<file path="src/hw/rtl/svm_pkg.sv">
// shared types, constants and helpers of the spring mesh verlet step block
// depends on nothing; every module of the block imports it
`timescale 1ns / 1ps

package svm_pkg;

	localparam int DEF_MAX_GRID_WIDTH = 63;
	localparam int DATA_W = 32;
	localparam int DT_W   = 16;
	localparam int GW_W   = 6;
	localparam int SUM_W  = 40;
	localparam int ADDR_W = 1;
	localparam int CFG_W  = 16;

	localparam logic [DT_W-1:0] RESET_STEP_TIME  = 16'd655;
	localparam logic [GW_W-1:0] RESET_GRID_WIDTH = 6'd32;
	localparam logic [2*DT_W-1:0] RESET_DT_SQ =
		(2*DT_W)'(RESET_STEP_TIME) * (2*DT_W)'(RESET_STEP_TIME);

	// register indexes
	localparam logic [ADDR_W-1:0] REG_STEP_TIME  = 1'b0;
	localparam logic [ADDR_W-1:0] REG_GRID_WIDTH = 1'b1;

	// one column of the line store: both row banks and the half velocity
	typedef struct packed {
		logic signed [DATA_W-1:0] pos0;
		logic signed [DATA_W-1:0] pos1;
		logic signed [DATA_W-1:0] hvel;
	} col_t;

	typedef struct packed {
		logic wr;
		logic fwd;
		logic bwd;
	} cell_ctl_t;

	// operands of one result
	typedef struct packed {
		logic signed [DATA_W-1:0] centre;
		logic signed [DATA_W-1:0] up;
		logic signed [DATA_W-1:0] down;
		logic signed [DATA_W-1:0] left;
		logic signed [DATA_W-1:0] right;
		logic signed [DATA_W-1:0] hvel;
		logic                     done;
	} emit_req_t;

	typedef enum logic [1:0] {
		ST_RUN,
		ST_UPD,
		ST_FLUSH_A,
		ST_FLUSH_B
	} seq_state_t;

	function automatic logic signed [DATA_W-1:0] sat32(input logic signed [SUM_W-1:0] x);
		logic signed [DATA_W-1:0] r;
		if (x[SUM_W-1:DATA_W-1] == '0 || x[SUM_W-1:DATA_W-1] == '1) begin
			r = x[DATA_W-1:0];
		end else if (x[SUM_W-1]) begin
			r = {1'b1, {(DATA_W-1){1'b0}}};
		end else begin
			r = {1'b0, {(DATA_W-1){1'b1}}};
		end
		return r;
	endfunction

	function automatic logic signed [DATA_W-1:0] pick_pos(input col_t c, input logic b);
		return b ? c.pos1 : c.pos0;
	endfunction

endpackage

</file>
<file path="src/hw/rtl/svm_emit.sv">
// result pipeline: spring force, final velocity, output register
// depends on svm_pkg
`timescale 1ns / 1ps

module svm_emit import svm_pkg::*; (
	input  logic                     clk,
	input  logic                     arst_n,
	input  logic [DT_W-1:0]          step_time,
	input  logic                     issue,
	input  emit_req_t                req,
	output logic                     rdy,
	output logic                     out_valid,
	input  logic                     out_ready,
	output logic signed [DATA_W-1:0] new_position,
	output logic signed [DATA_W-1:0] new_velocity,
	output logic signed [DATA_W-1:0] new_force,
	output logic                     grid_done
);

	emit_req_t req_s1;
	logic vld_s1, vld_s2, vld_s3, vld_q;
	logic signed [DATA_W-1:0] force_s2, hvel_s2, pos_s2;
	logic signed [DATA_W-1:0] force_s3, hvel_s3, pos_s3;
	logic done_s2, done_s3;
	logic signed [DATA_W+DT_W:0] prod_s3, prod_rnd;
	logic signed [DATA_W-1:0] dv;
	logic signed [SUM_W-1:0] fsum;
	logic signed [DATA_W-1:0] pos_q, vel_q, force_q;
	logic done_q;

	// whole pipeline holds while the output register is blocked
	assign rdy = !vld_q || out_ready;

	assign fsum = SUM_W'(req_s1.up) + SUM_W'(req_s1.down) + SUM_W'(req_s1.left)
		+ SUM_W'(req_s1.right) - (SUM_W'(req_s1.centre) <<< 2);

	assign prod_rnd = prod_s3 + ((DATA_W+DT_W+1)'(1) <<< 16);
	assign dv = prod_rnd[DATA_W+DT_W:17];

	always_ff @(posedge clk or negedge arst_n) begin
		if (!arst_n) begin
			vld_s1 <= 1'b0;
			vld_s2 <= 1'b0;
			vld_s3 <= 1'b0;
			vld_q  <= 1'b0;
		end else if (rdy) begin
			vld_s1 <= issue;
			vld_s2 <= vld_s1;
			vld_s3 <= vld_s2;
			vld_q  <= vld_s3;
		end
	end

	always_ff @(posedge clk) begin
		if (rdy) begin
			req_s1   <= req;
			force_s2 <= sat32(fsum);
			hvel_s2  <= req_s1.hvel;
			pos_s2   <= req_s1.centre;
			done_s2  <= req_s1.done;
			prod_s3  <= (DATA_W+DT_W+1)'(force_s2)
				* (DATA_W+DT_W+1)'($signed({1'b0, step_time}));
			force_s3 <= force_s2;
			hvel_s3  <= hvel_s2;
			pos_s3   <= pos_s2;
			done_s3  <= done_s2;
			pos_q    <= pos_s3;
			vel_q    <= sat32(SUM_W'(hvel_s3) + SUM_W'(dv));
			force_q  <= force_s3;
			done_q   <= done_s3;
		end
	end

	assign out_valid    = vld_q;
	assign new_position = pos_q;
	assign new_velocity = vel_q;
	assign new_force    = force_q;
	assign grid_done    = done_q;

endmodule

</file>
<file path="config.mk">
export PLATFORM = sky130hd
export DESIGN_NAME = svm_emit
export DESIGN_NICKNAME = d
export VERILOG_FILES = /design/src/hw/rtl/svm_pkg.sv /design/src/hw/rtl/svm_emit.sv
export SDC_FILE = /design/constraint.sdc
export NUM_CORES = 2
export LEC_CHECK = 0
export BUFFER_PORTS_ARGS = -buffer_cell sky130_fd_sc_hd__buf_2
export CAP_MARGIN = 20
export CORE_MARGIN = 3
export CORE_UTILIZATION = 62
export CTS_CLUSTER_SIZE = 14
export DETAILED_ROUTE_END_ITERATION = 8
export GPL_TIMING_DRIVEN = 0
export HOLD_SLACK_MARGIN = 0.15
export PLACE_DENSITY = 0.82
export RECOVER_POWER = 50
export SLEW_MARGIN = 20
export SYNTH_ARGS = -nofsm -noshare
export SYNTH_HDL_FRONTEND = slang
export SYNTH_SLANG_ARGS = --single-unit
</file>
<file path="constraint.sdc">
create_clock -name clk -period 17.7 [get_ports clk]
set_input_delay 0.885 -clock clk [delete_from_list [all_inputs] [get_ports clk]]
set_output_delay 0.885 -clock clk [all_outputs]
set_load 0.03 [all_outputs]
</file>
== After elaboration in Yosys (flattened, before gate mapping) ==
Index checks and enable logic that the tools add are counted.
Storage, ports and cells
  flip-flop bits (word level): 537
  logic and storage cells: 43
  input bits: 213
  output and inout bits: 99
Operators by class
  $add $sub $neg: 6
  reduce and logical (&&, ||, !) cells: 6
  multiply operators: 1
  muxes and demuxes: 4
  equal/unequal tests: 2
Operators by type and width (count)
  2-to-1 mux 32 bit: 4
  adder 32 x 32 -> 33 bit: 2
  adder 49 x 18 -> 49 bit, second input constant: 1
  multiplier 32 x 17 -> 49 bit: 1
  subtractor 35 x 34 -> 36 bit: 1
  adder 34 x 32 -> 35 bit: 1
  adder 33 x 32 -> 34 bit: 1
  equality test 9 bit, second input constant: 2
  zero test 9 bit: 2
  logical OR 1 bit: 3
  zero test 1 bit: 1

== Depth between registers and ports, before layout ==
  depth in word-level cells: 7
  gate-level depth with buffers: 24
  depth with buffers taken out: 23

== Worst setup path after synthesis ==
OpenSTA, ideal clock, no wires.
  path type: input -> register
  from: in out_ready
  to: reg vld_s1
  buffers on the path: 0
  stages: 2
  data arrival time: 15.207 ns
  slack: 2.359 ns
  required time: 17.566 ns
  library setup time: 0.134 ns
  path through: nand2b_1 mux2_2
On the way
  cells in the longest elaborated chain, start to end: 1
Ends and longest elaborated chain
  start: declaration: RTL line svm_emit.sv:13  | input logic out_ready,
  logical OR 1 bit: RTL line svm_emit.sv:32  | assign rdy = !vld_q || out_ready;
  end signal: assignment: RTL line svm_emit.sv:47  | vld_s1 <= issue;
  end: declaration: RTL line svm_emit.sv:21  | logic vld_s1, vld_s2, vld_s3, vld_q;
No other way between the ends.
A chain may end at the register's enable or synchronous reset.

== Worst setup path in the final report ==
  from: reg force_s2[7]
  to: reg prod_s3[48], data pin
On the way
  cells in the longest elaborated chain, start to end: 1
Ends and longest elaborated chain
  start: declaration: RTL line svm_emit.sv:22  | logic signed [DATA_W-1:0] force_s2, hvel_s2, pos_s2;
  start signal: assignment: RTL line svm_emit.sv:57  | force_s2 <= sat32(fsum);
  multiplier 32 x 17 -> 49 bit: RTL line svm_emit.sv:62  | * (DATA_W+DT_W+1)'($signed({1'b0, step_time}));
  end signal: assignment: RTL line svm_emit.sv:61  | prod_s3 <= (DATA_W+DT_W+1)'(force_s2)
  end: declaration: RTL line svm_emit.sv:25  | logic signed [DATA_W+DT_W:0] prod_s3, prod_rnd;
No other way between the ends.

==> flow_summary.ini <==
[run_status]
outcome = complete, but fails checks
violations = capacitance limit, slew limit

[global_route]
track_usage_pct = 28.24
antenna_found_initial = 9
grt_pass1_vias = 26280
grt_pass1_wl_um = 143800
overflow = 0
grt_max_degree = 62

[place]
gp_congestion = 0.9705
dp_hpwl_um = 72990
place_inst = 4470
dp_slack_ns = 9.507
io_buffers = 311

[clock_tree]
cts_tree = yes
cts.clk_slew.worst_paths_ns = 0.07
h-tree-depth = 2
clockBufferDepth = 3
clock-sinks = 521
clk_latency_ns = 0.62
cts-root-buf = clkbuf_16
cts_buffers = 52

[min_path]
worst_hold_path.num_cells = 0
hp-class = register to register
hp-start = pos_s3[10]
worstHoldEndpoint = new_position[10]

[setup_path]
worst_setup_path_start_kind = register
worst_ep_required_time_ns = 18.04
crit_path_end_kind = register
r2r-start = force_s2[7]
worstPathArrival_ns = 8.27
r2r_cells = 23
rrSetupSlack_ns = 9.77
crit_type = register to register
r2r_end = prod_s3[48]
worstPathMaxFanout = 10

[drt]
wl_um = 92370
wire_per_inst_um = 20.22
route.vias.total = 24779
drtAntennaViolNets = 0
viasPerCell = 5.424
drtIter0Drc = 2001
first_pass_iters = 6
drcViolationCount = 0

[die]
die_y_um = 260.0
fp.dieW_um = 260.0
die-area_um2 = 67590
initial_core_util_pct = 63.06
core_um2 = 63430
fp-row-count = 92
io_pins = 312

[sta]
finClkSkew_ns = 0.03202
max_freq_mhz = 126.1
fin_crit_ns = 7.933
setup_violations = 0
rsz0062_at_grt = false
hold_viol = 0
setup_ws_ns = 9.767
slew_violations = 146
slew_headroom_pct = -91.68
tns_ns = 0
tightest_slew_ns = 2.875
fin_crit_sh_pct = 44.82

[yosys]
synth_area_um2 = 40000
ys_types = 68
synth_edf_count = 517
yosysSeqAreaShare_pct = 39.07
syn_area_per_cell_um2 = 12.11
netlist_instances = 3304
synth_async_sr_flop_share_pct = 0.7678
yosysWarningCount = 0
synth-seq-cells = 521
syn_nets = 4291
ys.flop_type = edfxtp_1

[finish]
final_cells = 4568
final_nets = 4666
area_delta_synth_final_pct = 11.40
multi_input_area_um2 = 21310
fill_cells = 4438
regArea_um2 = 15630
layout-drive-gt1-share_pct = 11.99

[job]
cap_violations = 3
-- synthesized netlist by cell type (14+ instances only) --
master | instances | area (µm²)
and3_1 | 21 | 131.4
a21o_1 | 72 | 540.5
a211oi_1 | 15 | 112.6
clkbuf_1 | 87 | 326.6
maj3_2 | 30 | 337.8
fa_1 | 589 | 11790
nand4_1 | 14 | 87.58
nand3_1 | 41 | 205.2
and2_1 | 227 | 1420
inv_1 | 698 | 2620
o21ai_0 | 36 | 180.2
xor2_1 | 40 | 350.3
a21oi_1 | 74 | 370.4
xnor2_1 | 87 | 762.0
ha_1 | 185 | 2315
o21bai_1 | 15 | 112.6
nor2_1 | 50 | 187.7
nand2_1 | 343 | 1287
edfxtp_1 | 517 | 15520
-- critical path: stages, from the launching register on --
cell      delay, ns
edfxtp_1       0.71
clkbuf_1       0.63
and2_1         0.24
fa_1           0.41
inv_1          0.09
fa_1           0.45
fa_1           0.52
inv_1          0.05
fa_1           0.54
fa_1           0.51
inv_1          0.05
fa_1           0.47
inv_1          0.04
ha_1           0.33
nand4_1        0.27
a21oi_1        0.20
o21ai_0        0.12
a311oi_1       0.59
o211ai_1       0.33
a31oi_1        0.39
nor2_1         0.09
o21ai_1        0.30
mux2i_1        0.22
nand4_1        0.08
-- cell families (layout without fill, tap and decap cells) --
group	after synthesis	after routing	synth area share (%)
fa+ha+maj	805	805	36.14
buf+inv	801	1216	7.648
simple gates	748	748	9.150
flops	521	521	39.07
compound gates	296	296	5.027
xor+xnor	129	129	2.862
mux	4	4	0.1095
other cells	0	3	0
-- cell usage in the layout (no fill, tap or decap), drive strengths merged, types with 16 or more instances in the layout --
master | netlist | final
inv | 698 | 700
fa | 589 | 589
edfxtp | 517 | 517
nand2 | 343 | 343
buf | 16 | 313
and2 | 227 | 227
ha | 185 | 185
clkbuf | 87 | 170
xnor2 | 89 | 89
a21oi | 77 | 77
a21o | 72 | 72
nor2 | 52 | 52
o21ai | 46 | 46
nand3 | 41 | 41
xor2 | 40 | 40
maj3 | 31 | 31
and3 | 21 | 21
clkinv | 0 | 19
a211oi | 16 | 16
-- area by class of cell --
| type | instances | share of cell area, % |
|---|---|---|
| multi-input cells | 1982 | 47.83 |
| clock buffers | 60 | 3.036 |
| diodes | 3 | 0.01685 |
| well taps | 846 | 2.376 |
| inverters | 698 | 5.880 |
| clock inverters | 34 | 0.9182 |
| repair buffers | 321 | 3.889 |
| plain buffers | 103 | 0.9856 |
| flip-flops and latches | 521 | 35.07 |
-- what timing repair did --
| item | 4_1_cts | 5_1_grt |
|---|---|---|
| hold endpoints to repair | 4 | 0 |
| gates resized for setup | 0 | 0 |
| setup buffers | 0 | 0 |
| hold buffers | 1 | 0 |
-- metal layers --
metal  track usage (%)  wire length (µm)
met1             36.66             35630
met2             46.97             44520
met3             7.128              8843
met4             9.312              3307
met5                 0                75
-- metrics by stage --
stage / hold WS [ns] / instance area (µm²) / utilization [%]
detailed placement: 0.4045 / 42850 / 67.56
global placement: 0.4006 / 42610 / 67.18
CTS: 0.4103 / 44620 / 70.36
floorplan: 0.4003 / 40000 / -
global route: 0.4209 / 44550 / 70.24
finish: 0.4132 / 44560 / 70.25
-- worst max path at each step --
stage | start | end | depth (start not counted) | slack [ns]
2_1_floorplan | out_ready | vld_s1 | 2 | 2.36
3_3_place_gp | out_ready | rdy | 3 | -2.58
3_5_place_dp | step_time[3] | prod_s3[48] | 24 | 9.51
4_1_cts | force_s2[7] | prod_s3[48] | 23 | 9.93
5_1_grt | force_s2[7] | prod_s3[48] | 23 | 9.37
6_report | force_s2[7] | prod_s3[48] | 23 | 9.77
-- state kept, by name, summed over array words and instances (netlist names) --
signal and count:
done_s2 1, done_s3 1, force_s2 32, force_s3 32
grid_done 1, hvel_s2 32, hvel_s3 32, new_force 32
new_position 32, new_velocity 32, out_valid 1, pos_s2 32
pos_s3 32, prod_s3 33, req_s1 193, vld_s1 1
vld_s2 1, vld_s3 1
Power is not shown: default switching activity piles up to over one toggle a cycle in this logic, so the estimate is an artifact.
