`src/hw/rtl/svm_pkg.sv`:
```
// shared types, constants and helpers of the spring mesh verlet step block
// depends on nothing; every module of the block imports it
`timescale 1ns / 1ps

package svm_pkg;

	localparam int DEF_MAX_GRID_WIDTH = 63;
	localparam int DATA_W = 32;
	localparam int DT_W   = 16;
	localparam int GW_W   = 6;
	localparam int SUM_W  = 40;
	localparam int ADDR_W = 1;
	localparam int CFG_W  = 16;

	localparam logic [DT_W-1:0] RESET_STEP_TIME  = 16'd655;
	localparam logic [GW_W-1:0] RESET_GRID_WIDTH = 6'd32;
	localparam logic [2*DT_W-1:0] RESET_DT_SQ =
		(2*DT_W)'(RESET_STEP_TIME) * (2*DT_W)'(RESET_STEP_TIME);

	// register indexes
	localparam logic [ADDR_W-1:0] REG_STEP_TIME  = 1'b0;
	localparam logic [ADDR_W-1:0] REG_GRID_WIDTH = 1'b1;

	// one column of the line store: both row banks and the half velocity
	typedef struct packed {
		logic signed [DATA_W-1:0] pos0;
		logic signed [DATA_W-1:0] pos1;
		logic signed [DATA_W-1:0] hvel;
	} col_t;

	typedef struct packed {
		logic wr;
		logic fwd;
		logic bwd;
	} cell_ctl_t;

	// operands of one result
	typedef struct packed {
		logic signed [DATA_W-1:0] centre;
		logic signed [DATA_W-1:0] up;
		logic signed [DATA_W-1:0] down;
		logic signed [DATA_W-1:0] left;
		logic signed [DATA_W-1:0] right;
		logic signed [DATA_W-1:0] hvel;
		logic                     done;
	} emit_req_t;

	typedef enum logic [1:0] {
		ST_RUN,
		ST_UPD,
		ST_FLUSH_A,
		ST_FLUSH_B
	} seq_state_t;

	function automatic logic signed [DATA_W-1:0] sat32(input logic signed [SUM_W-1:0] x);
		logic signed [DATA_W-1:0] r;
		if (x[SUM_W-1:DATA_W-1] == '0 || x[SUM_W-1:DATA_W-1] == '1) begin
			r = x[DATA_W-1:0];
		end else if (x[SUM_W-1]) begin
			r = {1'b1, {(DATA_W-1){1'b0}}};
		end else begin
			r = {1'b0, {(DATA_W-1){1'b1}}};
		end
		return r;
	endfunction

	function automatic logic signed [DATA_W-1:0] pick_pos(input col_t c, input logic b);
		return b ? c.pos1 : c.pos0;
	endfunction

endpackage

```
`src/hw/rtl/svm_cell.sv`:
```
// one column cell of the rotating line store ring
// depends on svm_pkg
`timescale 1ns / 1ps

module svm_cell import svm_pkg::*; (
	input  logic      clk,
	input  logic      arst_n,
	input  cell_ctl_t ctl,
	input  col_t      wr_data,
	input  col_t      from_next,
	input  col_t      from_prev,
	output col_t      col_q
);

	logic signed [DATA_W-1:0] pos0_q, pos1_q, hvel_q;
	col_t nxt;

	always_comb begin
		nxt = col_q;
		if (ctl.wr) begin
			nxt = wr_data;
		end else if (ctl.fwd) begin
			nxt = from_next;
		end else if (ctl.bwd) begin
			nxt = from_prev;
		end
	end

	// positions start at zero, border rows read zero
	always_ff @(posedge clk or negedge arst_n) begin
		if (!arst_n) begin
			pos0_q <= '0;
			pos1_q <= '0;
		end else begin
			pos0_q <= nxt.pos0;
			pos1_q <= nxt.pos1;
		end
	end

	always_ff @(posedge clk) begin
		hvel_q <= nxt.hvel;
	end

	assign col_q = '{pos0: pos0_q, pos1: pos1_q, hvel: hvel_q};

endmodule

```
`config.mk`:
```
export PLATFORM = sky130hd
export DESIGN_NAME = svm_cell
export DESIGN_NICKNAME = d
export VERILOG_FILES = /design/src/hw/rtl/svm_pkg.sv /design/src/hw/rtl/svm_cell.sv
export SDC_FILE = /design/constraint.sdc
export NUM_CORES = 1
export LEC_CHECK = 0
export BUFFER_PORTS_ARGS = -buffer_cell sky130_fd_sc_hd__buf_2
export CORE_AREA = 2 2 149 151
export DETAILED_ROUTE_END_ITERATION = 6
export DIE_AREA = 0 0 151 153
export PLACE_DENSITY_LB_ADDON = 0.12
export SETUP_SLACK_MARGIN = 0.15
export SLEW_MARGIN = 40
export SYNTH_ARGS = -nofsm -noshare
export SYNTH_HDL_FRONTEND = slang
export SYNTH_SLANG_ARGS = --single-unit
```
`constraint.sdc`:
```
create_clock -name clk -period 1.61 [get_ports clk]
set_clock_uncertainty 0.2 [all_clocks]
set_input_delay 0.0805 -clock clk [delete_from_list [all_inputs] [get_ports clk]]
set_output_delay 0.0805 -clock clk [all_outputs]
set_load 0.05 [all_outputs]
```
==> results of run 1 <==
[cell families after synthesis]
| family | after synthesis | share of synthesized area (%) |
|---|---|---|
| muxes | 32 | 6.17 |
| AOI/OAI and AO/OA | 224 | 24.7 |
| buffers and inverters | 54 | 6.32 |
| and+or+nand+nor | 97 | 13.4 |
| DFF | 96 | 49.4 |
[stage by stage]
step | setup slack (ns) | cells
2_1_floorplan | -0.0619 | 503
3_3_place_gp | 0.169 | 1135
3_5_place_dp | 0.167 | 1135
==> reports/metrics.csv, run 1 <==
stage,metric,value,unit
synth,yosysWarnings,0,
synth,yosys-top-cells-count,"a21oi_1, a22oi_1, and3b_1, dfrtp_1, o21ai_0",
clock_network,clk_path_buf_depth,2,
die,die_h,153,µm
synth,ys_ff_latch,96,
clock_network,postCtsResizedCells,0,
synth,synthCells,503,
synth,yosysSeqAreaShare,49.4,%
synth,synthTopCellsByArea,"dfrtp_1, edfxtp_1, and3b_1",
synth,async_reset_ff_share,66.7,%
clock_network,postCtsHoldBufs,231,
clock_network,clock-sinks,96,
synth,yosysUniqueCellTypes,15,
synth,ys.flop_type,dfrtp_1,
clock_network,htree_num_levels,3,
synth,syn_nets,796,
die,pin_count,389,
place,globalplace.congestion,0.799,
place,hpwl,15.3,mm
clock_network,cts_root_buffer,clkbuf_16,
synth,synth_area,0.00519,mm²
die,die_w,151,µm
die,rows,54,
synth,avgSynthCellArea,10.3,µm²
clock_network,post-cts-setup-buffers,0,
place,io_buffers,388,
synth,yosysTopAreaCell,dfrtp_1,
status,first-error,[ERROR RSZ-0060] Max buffer count reached.,
status,status,aborted with a tool error,
die,initial_core_util,24.1,%
place,place_area,0.00737,mm²
synth,synth_edf_count,32,
synth,synth_top_area_share,30.9,%
clock_network,cts_buffers,9,
status,stop_stage,4_1_cts,
==> run 2, diff against run 1 <==
Settings changed: CORE_AREA 2 2 149 151 to 2 2 153 155, DIE_AREA 0 0 151 153 to 0 0 155 157, PLACE_DENSITY_LB_ADDON 0.12 to 0.15, SETUP_SLACK_MARGIN 0.15 to default.
==> reports/metrics.csv, run 2 <==
stage,metric,value,unit
power,p_total,7.75,mW
setup_path,critPathTopFamily,buffers and inverters,
setup_path,cp_common_cell,dlygate4sd3_1,
status,status,"finished, violations left",
sta,hold_viol_final,4,
sta,whs,-0.140,ns
grt,grt-ovfl-total,0,
sta,slew_viol_final,0,
power,p_switching,2.75,mW
synth,synth_edf_count,32,
place,hpwl,15.1,mm
route,routed-via-count,6198,
cells_and_area,area_delta_synth_final,90.0,%
setup_path,r2r_cells,3,
sta,setup_viol,0,
cells_and_area,layout-drive-gt1-share,39.7,%
setup_path,r2r-start,pos1_q[19],
clock_network,cts_tree,yes,
cells_and_area,diodes,0,
hold_path,min-delay-start,from_next[48],
setup_path,worstPathArrival,1.49,ns
hold_path,hold_end,pos1_q[16],
synth,syn_nets,796,
setup_path,cp-start-kind,input port,
route,wl,21.7,mm
synth,yosys-top-cells-count,"a21oi_1, a22oi_1, and3b_1, dfrtp_1, o21ai_0",
place,place_ws,0.135,ns
setup_path,cp.buffers_inverters,3,
sta,fmax,626,MHz
grt,grt_use_met2,30.3,%
synth,avgSynthCellArea,10.3,µm²
cells_and_area,largestRegisters,"hvel_q: 32 flops, pos0_q: 32 flops, pos1_q: 32 flops",
route,drt-initial-drc-count,254,
clock_network,insertion_delay,0.34,ns
route,drc,0,
status,violations,negative hold slack,
power,combPwrFrac,35.6,%
synth,ys.flop_type,dfrtp_1,
grt,grt_usage,17.2,%
hold_path,hold_depth,3,
cells_and_area,fin_nets,1373,
route,wl_per_cell,15.8,µm
setup_path,r2r-end,pos1_q[19],
synth,synth_top_area_share,30.9,%
setup_path,regToRegSetupSlack,0.09,ns
hold_path,hold_path_class,in2reg,
grt,grt_max_degree,131,
grt,use_met3,5.07,%
synth,yosysWarnings,0,
grt,antenna_found_initial,2,
sta,setup_slack,0.0124,ns
synth,ys_ff_latch,96,
place,place_inst,1141,
sta,max_slew_margin,63.0,%
setup_path,cp_max_fo,1,
synth,synthTopCellsByArea,"dfrtp_1, edfxtp_1, and3b_1",
clock_network,htree_num_levels,3,
setup_path,crit_slowest_cell,dlygate4sd3_1,
die,initial_core_util,23.1,%
cells_and_area,layout_commonest_cell,buf_2,
power,sw_frac_of_total,35.4,%
clock_network,clock-sinks,96,
place,globalplace.congestion,0.770,
die,placeableCoreArea,0.0225,mm²
clock_network,cts_root_buffer,clkbuf_16,
grt,use_met1,20.1,%
cells_and_area,mostFrequentLayoutCells,"buf_2, dlygate4sd3_1, and3b_1, a21oi_1, dfrtp_1",
grt,grt_pass1_wl,33.1,mm
die,rows,55,
clock_network,cts_buffers,9,
job,drv_cap,0,
die,pin_count,389,
grt,first_global_vias,6477,
sta,period_share,99.2,%
synth,synth_area,0.00519,mm²
synth,synthCells,503,
setup_path,critPathKind,in2reg,
setup_path,end_kind,flop,
setup_path,cp_cell_sequence,"dlygate4sd3_1, buf_2, nand2_1, o21ai_0, dlygate4sd3_1",
synth,async_reset_ff_share,66.7,%
clock_network,clk_pin_slew,0.07,ns
route,final_antenna_net_count,0,
route,via_per_inst,4.52,
cells_and_area,fin_cells,1370,
power,power_per_cell_area,786,mW/mm²
power,clockPowerShare,26.9,%
setup_path,worstPathRequired,1.50,ns
synth,yosysUniqueCellTypes,15,
setup_path,max_stage_delay,0.60,ns
cells_and_area,fin_util,43.8,%
sta,fin_crit,1.60,ns
power,vdd_drop_max,0.399,mV
die,die_h,157,µm
grt,top_usage_layer,met2,
sta,tightest_slew,0.554,ns
sta,rsz0062_at_grt,true,
route,firstDrtPassIters,4,
clock_network,clk_path_buf_depth,2,
synth,yosysSeqAreaShare,49.4,%
power,p_int,5.00,mW
cells_and_area,fill_cells,2253,
die,die_w,155,µm
place,io_buffers,388,
power,p_leak,4.89,nW
die,die-area,0.0243,mm²
power,pwr-share-seq,37.5,%
synth,yosysTopAreaCell,dfrtp_1,
[run 2: layout make-up]
cell class	count	area [µm²]	share of cell area [%]
clock buffers	10	229	2.32
clock inverters	6	43.8	0.444
inverters	1	7.51	0.0761
flip-flops and latches	96	2560	26.0
repair buffers	619	4350	44.1
multi-input cells	353	2310	23.4
well taps	285	357	3.62
[run 2: logic make-up after synthesis]
family / synth area share, %
buffers and inverters: 6.32
AO/OA/AOI/OAI: 24.7
flip-flops: 49.4
multiplexers: 6.17
AND/OR/NAND/NOR: 13.4
[run 2: worst max path at each step]
stage	startpoint	endpoint	slack, ns	depth (start not counted)
after floorplan	ctl[2]	hvel_q[0]	-0.06	5
after global placement	ctl[0]	hvel_q[4]	0.14	4
after detailed placement	ctl[0]	hvel_q[29]	0.13	4
after CTS	ctl[0]	pos0_q[29]	0.02	6
after global routing	ctl[2]	hvel_q[1]	0.0005	4
final	wr_data[15]	hvel_q[15]	0.01	5
[run 2: power groups by stage]
stage	logic (mW)	clock network [mW]	registers, mW
6_report	2.76	2.08	2.90
5_1_grt	2.96	2.28	2.93
4_1_cts	2.76	2.18	2.90
3_5_place_dp	2.24	0	2.94
3_3_place_gp	2.24	0	2.95
2_1_floorplan	0.522	0	3.83
[run 2: repair_timing]
action	CTS	global route
gates resized for setup	0	10
hold buffers	208	3
setup endpoints to repair	0	29
endpoints found under the hold margin	160	2
buffers inserted	0	7
[run 2: routing by layer]
metal  wire length, µm  part of all wire [%]
met3              1690                   7.8
met1              9050                    42
met4               481                   2.2
met5                33                  0.15
met2             10400                    48
[run 2: worst reg2reg max path, delay by kind of cell (launching register included)]
kind | cells | cell delay, ns
AOI/OAI and AO/OA | 2 | 0.23
buffers and inverters | 1 | 0.58
DFF | 1 | 0.40
[run 2: per-stage QoR]
stage	setup TNS, ns	area (µm²)
floorplan	-1.98	5200
global placement	0	7440
detailed placement	0	7440
CTS	0	9790
global route	0	9860
finish	0	9860
Power figures use the tool's default switching activity.
==> run 3, diff against run 2 <==
Settings changed: PLACE_DENSITY from default to 0.61, PLACE_DENSITY_LB_ADDON 0.15 to default.
==> reports/metrics.csv, run 3 (same netlist as run 2, synthesis figures left out) <==
stage,metric,value,unit
status,status,"finished, violations left",
status,violations,negative hold slack,
place,globalplace.congestion,0.785,
route,firstDrtPassIters,5,
die,placeableCoreArea,0.0225,mm²
clock_network,cts_root_buffer,clkbuf_16,
setup_path,worstPathRequired,1.64,ns
sta,hold_viol_final,1,
cells_and_area,fin_cells,1362,
clock_network,cts_buffers,9,
cells_and_area,layout_commonest_cell,buf_2,
cells_and_area,layout-drive-gt1-share,39.4,%
route,drt-initial-drc-count,375,
setup_path,cp_common_cell,dlygate4sd3_1,
clock_network,clk_path_buf_depth,2,
hold_path,hold_path_class,in2reg,
power,p_total,8.03,mW
die,initial_core_util,23.1,%
grt,grt_usage,16.4,%
route,via_per_inst,4.58,
setup_path,end_kind,flop,
die,pin_count,389,
sta,fmax,631,MHz
sta,whs,-0.00738,ns
place,place_ws,0.146,ns
grt,grt_max_degree,83,
die,die_w,155,µm
place,place_inst,1136,
route,final_antenna_net_count,0,
setup_path,cp_max_fo,1,
setup_path,cp_cell_sequence,"dlygate4sd3_1, buf_2, a22oi_1, o21ai_0, dlygate4sd3_1",
setup_path,r2r_cells,3,
grt,grt_pass1_wl,31.1,mm
clock_network,htree_num_levels,3,
die,die-area,0.0243,mm²
sta,setup_viol,0,
job,drv_cap,0,
sta,slew_viol_final,0,
setup_path,critPathTopFamily,buffers and inverters,
sta,tightest_slew,0.353,ns
grt,first_global_vias,6189,
place,hpwl,14.5,mm
cells_and_area,fin_util,43.9,%
power,p_leak,4.89,nW
cells_and_area,finalInstanceArea,0.00987,mm²
sta,period_share,98.4,%
power,p_switching,2.72,mW
die,rows,55,
grt,antenna_found_initial,2,
cells_and_area,area_delta_synth_final,90.3,%
route,routed-via-count,6237,
cells_and_area,diodes,0,
cells_and_area,fill_cells,2152,
setup_path,worstPathArrival,1.61,ns
place,io_buffers,388,
setup_path,cp.buffers_inverters,3,
power,vdd_drop_max,0.371,mV
place,place_area,0.00739,mm²
setup_path,cp.depth,5,
sta,setup_tns,0,ns
setup_path,max_stage_delay,0.57,ns
power,power_per_cell_area,813,mW/mm²
cells_and_area,mostFrequentLayoutCells,"buf_2, dlygate4sd3_1, and3b_1, a22oi_1, dfrtp_1",
cells_and_area,largestRegisters,"hvel_q: 32 flops, pos0_q: 32 flops, pos1_q: 32 flops",
sta,max_slew_margin,76.5,%
route,drc,0,
sta,rsz0062_at_grt,false,
power,combPwrFrac,34.6,%
route,wl,22.1,mm
clock_network,clk_pin_slew,0.07,ns
power,sw_frac_of_total,33.9,%
clock_network,clock-sinks,96,
die,die_h,157,µm
route,wl_per_cell,16.2,µm
power,pwr-share-seq,36.1,%
power,clockPowerShare,29.3,%
grt,grt-ovfl-total,0,
cells_and_area,fin_nets,1365,
hold_path,hold_depth,4,
clock_network,cts_tree,yes,
sta,setup_slack,0.0256,ns
sta,fin_crit,1.58,ns
clock_network,insertion_delay,0.34,ns
setup_path,critPathKind,in2reg,
setup_path,cp-start-kind,input port,
setup_path,crit_slowest_cell,dlygate4sd3_1,
power,p_int,5.31,mW
==> run 3: cell count changes in the layout (fill, tap and decap cells not counted), moves of 2 or more <==
cell,delta
a21oi_1,-2
a21oi_2,+2
a22oi_1,+2
a22oi_2,-2
buf_12,-4
buf_4,-9
bufinv_16,+2
clkbuf_16,+3
o21ai_0,+4
o21ai_1,-4
==> run 3: final cells by class <==
type | count | area (µm²) | area share (%)
multi-input combinational | 353 | 2310 | 23.4
timing repair buffer | 611 | 4320 | 43.7
tap | 285 | 357 | 3.61
sequential | 96 | 2560 | 26.0
inverter | 1 | 7.51 | 0.0760
clock buffer | 9 | 225 | 2.28
clock inverter | 7 | 93.8 | 0.950
==> run 3: worst min-delay path: cells and delay by family <==
| kind | cells | cell delay (ns) |
|---|---|---|
| buffers and inverters | 1 | 0.07 |
| AOI/OAI and AO/OA | 2 | 0.20 |
| and+or+nand+nor | 1 | 0.14 |
==> run 3: final timing paths <==
kind / start / endpoint / slack (ns)
worst max-delay path: wr_data[55] / pos1_q[23] / 0.03
worst min-delay path: from_prev[92] / pos0_q[28] / -0.007
worst max register to register: pos1_q[17] / pos1_q[17] / 0.08
worst min register to register: pos0_q[17] / pos0_q[17] / 0.31
max in group asynchronous: arst_n / pos0_q[10] / 0.47
min in group asynchronous: arst_n / pos1_q[26] / 0.07
==> run 3: power groups by stage <==
| stage | registers [mW] | logic, mW | clock network (mW) |
|---|---|---|---|
| after floorplan | 3.83 | 0.522 | 0 |
| after global placement | 2.94 | 2.20 | 0 |
| after detailed placement | 2.94 | 2.22 | 0 |
| after CTS | 2.90 | 2.73 | 2.46 |
| after global routing | 2.93 | 2.95 | 2.54 |
| final | 2.90 | 2.78 | 2.35 |
==> run 3: repair_timing <==
action                     in CTS  in global routing
setup buffers                   0                  1
setup endpoints to repair       0                 54
gates resized for setup         0                  9
hold endpoints to repair      160                  1
hold buffers                  206                  1
==> run 3: metal layers <==
layer | up-vias | track usage [%] | part of all wire [%]
li1 | 3029 | - | -
met3 | 28 | 3.69 | 6.5
met4 | 2 | 4.41 | 1.5
met1 | 2883 | 18.4 | 41
met2 | 295 | 31.1 | 51
met5 | - | 0 | 0.059
==> run 4, diff against run 3 <==
Settings changed: BUFFER_PORTS_ARGS -buffer_cell sky130_fd_sc_hd__buf_2 to default, DONT_BUFFER_PORTS from default to 1, PLACE_DENSITY 0.61 to 0.46.
==> reports/metrics.csv, run 4 (same netlist as run 2, synthesis figures left out) <==
stage,metric,value,unit
place,io_buffers,0,
grt,first_global_vias,4917,
sta,tightest_slew,0.487,ns
route,via_per_inst,4.91,
clock_network,insertion_delay,0.34,ns
die,initial_core_util,23.1,%
setup_path,critPathKind,in2reg,
cells_and_area,fill_cells,2211,
sta,setup_viol,1,
setup_path,max_stage_delay,0.58,ns
clock_network,clk_path_buf_depth,2,
setup_path,cp_common_cell,dlygate4sd3_1,
setup_path,worstPathArrival,1.51,ns
sta,slew_viol_final,0,
cells_and_area,finalInstanceArea,0.00801,mm²
clock_network,htree_num_levels,3,
hold_path,hold_path_class,in2async,
setup_path,cp_cell_sequence,"dlygate4sd3_1, mux2i_1, dlygate4sd3_1, o21ai_0",
grt,grt-ovfl-total,0,
clock_network,cts_tree,yes,
die,die-area,0.0243,mm²
route,wl_per_cell,19.5,µm
sta,fin_crit,1.64,ns
route,final_antenna_net_count,0,
cells_and_area,area_delta_synth_final,54.3,%
sta,period_share,102,%
place,place_ws,0.333,ns
setup_path,cp.buffers_inverters,2,
status,violations,"negative hold slack, negative setup slack",
power,power_per_cell_area,931,mW/mm²
clock_network,post-cts-setup-buffers,0,
cells_and_area,mostFrequentLayoutCells,"dlygate4sd3_1, buf_4",
power,p_leak,3.43,nW
route,firstDrtPassIters,4,
route,drt-initial-drc-count,238,
die,pin_count,389,
setup_path,worstPathRequired,1.48,ns
cells_and_area,layout-drive-gt1-share,11.6,%
cells_and_area,layout_commonest_cell,dlygate4sd3_1,
status,status,"finished, violations left",
sta,max_slew_margin,67.6,%
setup_path,crit_slowest_cell,dlygate4sd3_1,
cells_and_area,largestRegisters,"hvel_q: 32 flops, pos0_q: 32 flops, pos1_q: 32 flops",
die,die_w,155,µm
sta,whs,-0.776,ns
die,placeableCoreArea,0.0225,mm²
place,globalplace.congestion,0.832,
job,drv_cap,0,
grt,grt_pass1_wl,26.4,mm
clock_network,clk_pin_slew,0.07,ns
sta,setup_slack,-0.0285,ns
clock_network,cts_buffers,9,
clock_network,cts_root_buffer,clkbuf_16,
setup_path,critPathTopFamily,buffers and inverters,
cells_and_area,fin_cells,1014,
setup_path,end_kind,flop,
clock_network,clock-sinks,96,
power,vdd_drop_max,0.359,mV
die,rows,55,
place,place_area,0.00573,mm²
setup_path,cp-start-kind,input port,
cells_and_area,fin_nets,1013,
place,place_inst,801,
setup_path,regToRegSetupSlack,0.09,ns
place,hpwl,12.5,mm
route,drc,0,
grt,antenna_found_initial,2,
sta,hold_viol_final,64,
die,die_h,157,µm
sta,fmax,610,MHz
grt,grt_max_degree,194,
setup_path,cp_max_fo,1,
route,routed-via-count,4983,
grt,grt_usage,14.0,%
route,wl,19.7,mm
## run 4: cell type report
class	count	area, µm²	share of cell area, %
repair buffers	259	2450	30.6
flip-flops and latches	96	2560	32.0
inverters	1	7.51	0.0938
multi-input cells	353	2300	28.7
diodes	4	10.0	0.125
well taps	285	357	4.45
clock inverters	7	95.1	1.19
clock buffers	9	225	2.81
## run 4: repair_timing
action                                 in CTS  in global routing
hold buffers                              134                 59
resized for setup                           0                  2
endpoints found under the hold margin     160                 96
setup endpoints to repair                   0                  2
## run 4: per-stage QoR
step                util, %  total power, mW  TNS (ns)
floorplan                 -             4.36     -1.98
global placement       25.5             4.58         0
detailed placement     25.5             4.60         0
CTS                    32.9             7.36         0
global route           35.5             7.76   -0.0343
finish                 35.6             7.45   -0.0285
## run 4: report_power, final
| part | leakage, nW | internal [mW] | switching [mW] |
|---|---|---|---|
| Combinational | 2.16 | 0.859 | 0.954 |
| Sequential | 1.11 | 2.80 | 0.470 |
| Clock | 0.157 | 1.37 | 1.00 |
| Total | 3.43 | 5.02 | 2.43 |
## run 4: path summary, 6_finish.rpt
| check | start | endpoint | cells after the start |
|---|---|---|---|
| max | from_prev[12] | hvel_q[12] | 4 |
| min reg2reg | pos1_q[31] | pos1_q[31] | 3 |
| min | arst_n | pos1_q[13] | 0 |
| min in group clk | from_prev[29] | hvel_q[29] | 2 |
| max reg2reg | pos0_q[30] | pos0_q[30] | 3 |
| max in group asynchronous | arst_n | pos0_q[24] | 0 |
## run 4: worst register-to-register path, cell delays in order, from the launching register on
cell and delay [ns]:
dfrtp_1 0.39, a22oi_1 0.16, o21ai_1 0.09, dlygate4sd3_1 0.56
## run 4: per-layer routing
metal | share of wire, % | track usage [%] | vias to the layer above
met3 | 7.0 | 3.88 | 23
met1 | 38 | 15.2 | 2375
li1 | - | - | 2329
met4 | 2.0 | 4.23 | 0
met5 | 0 | 0 | -
met2 | 53 | 26.3 | 256
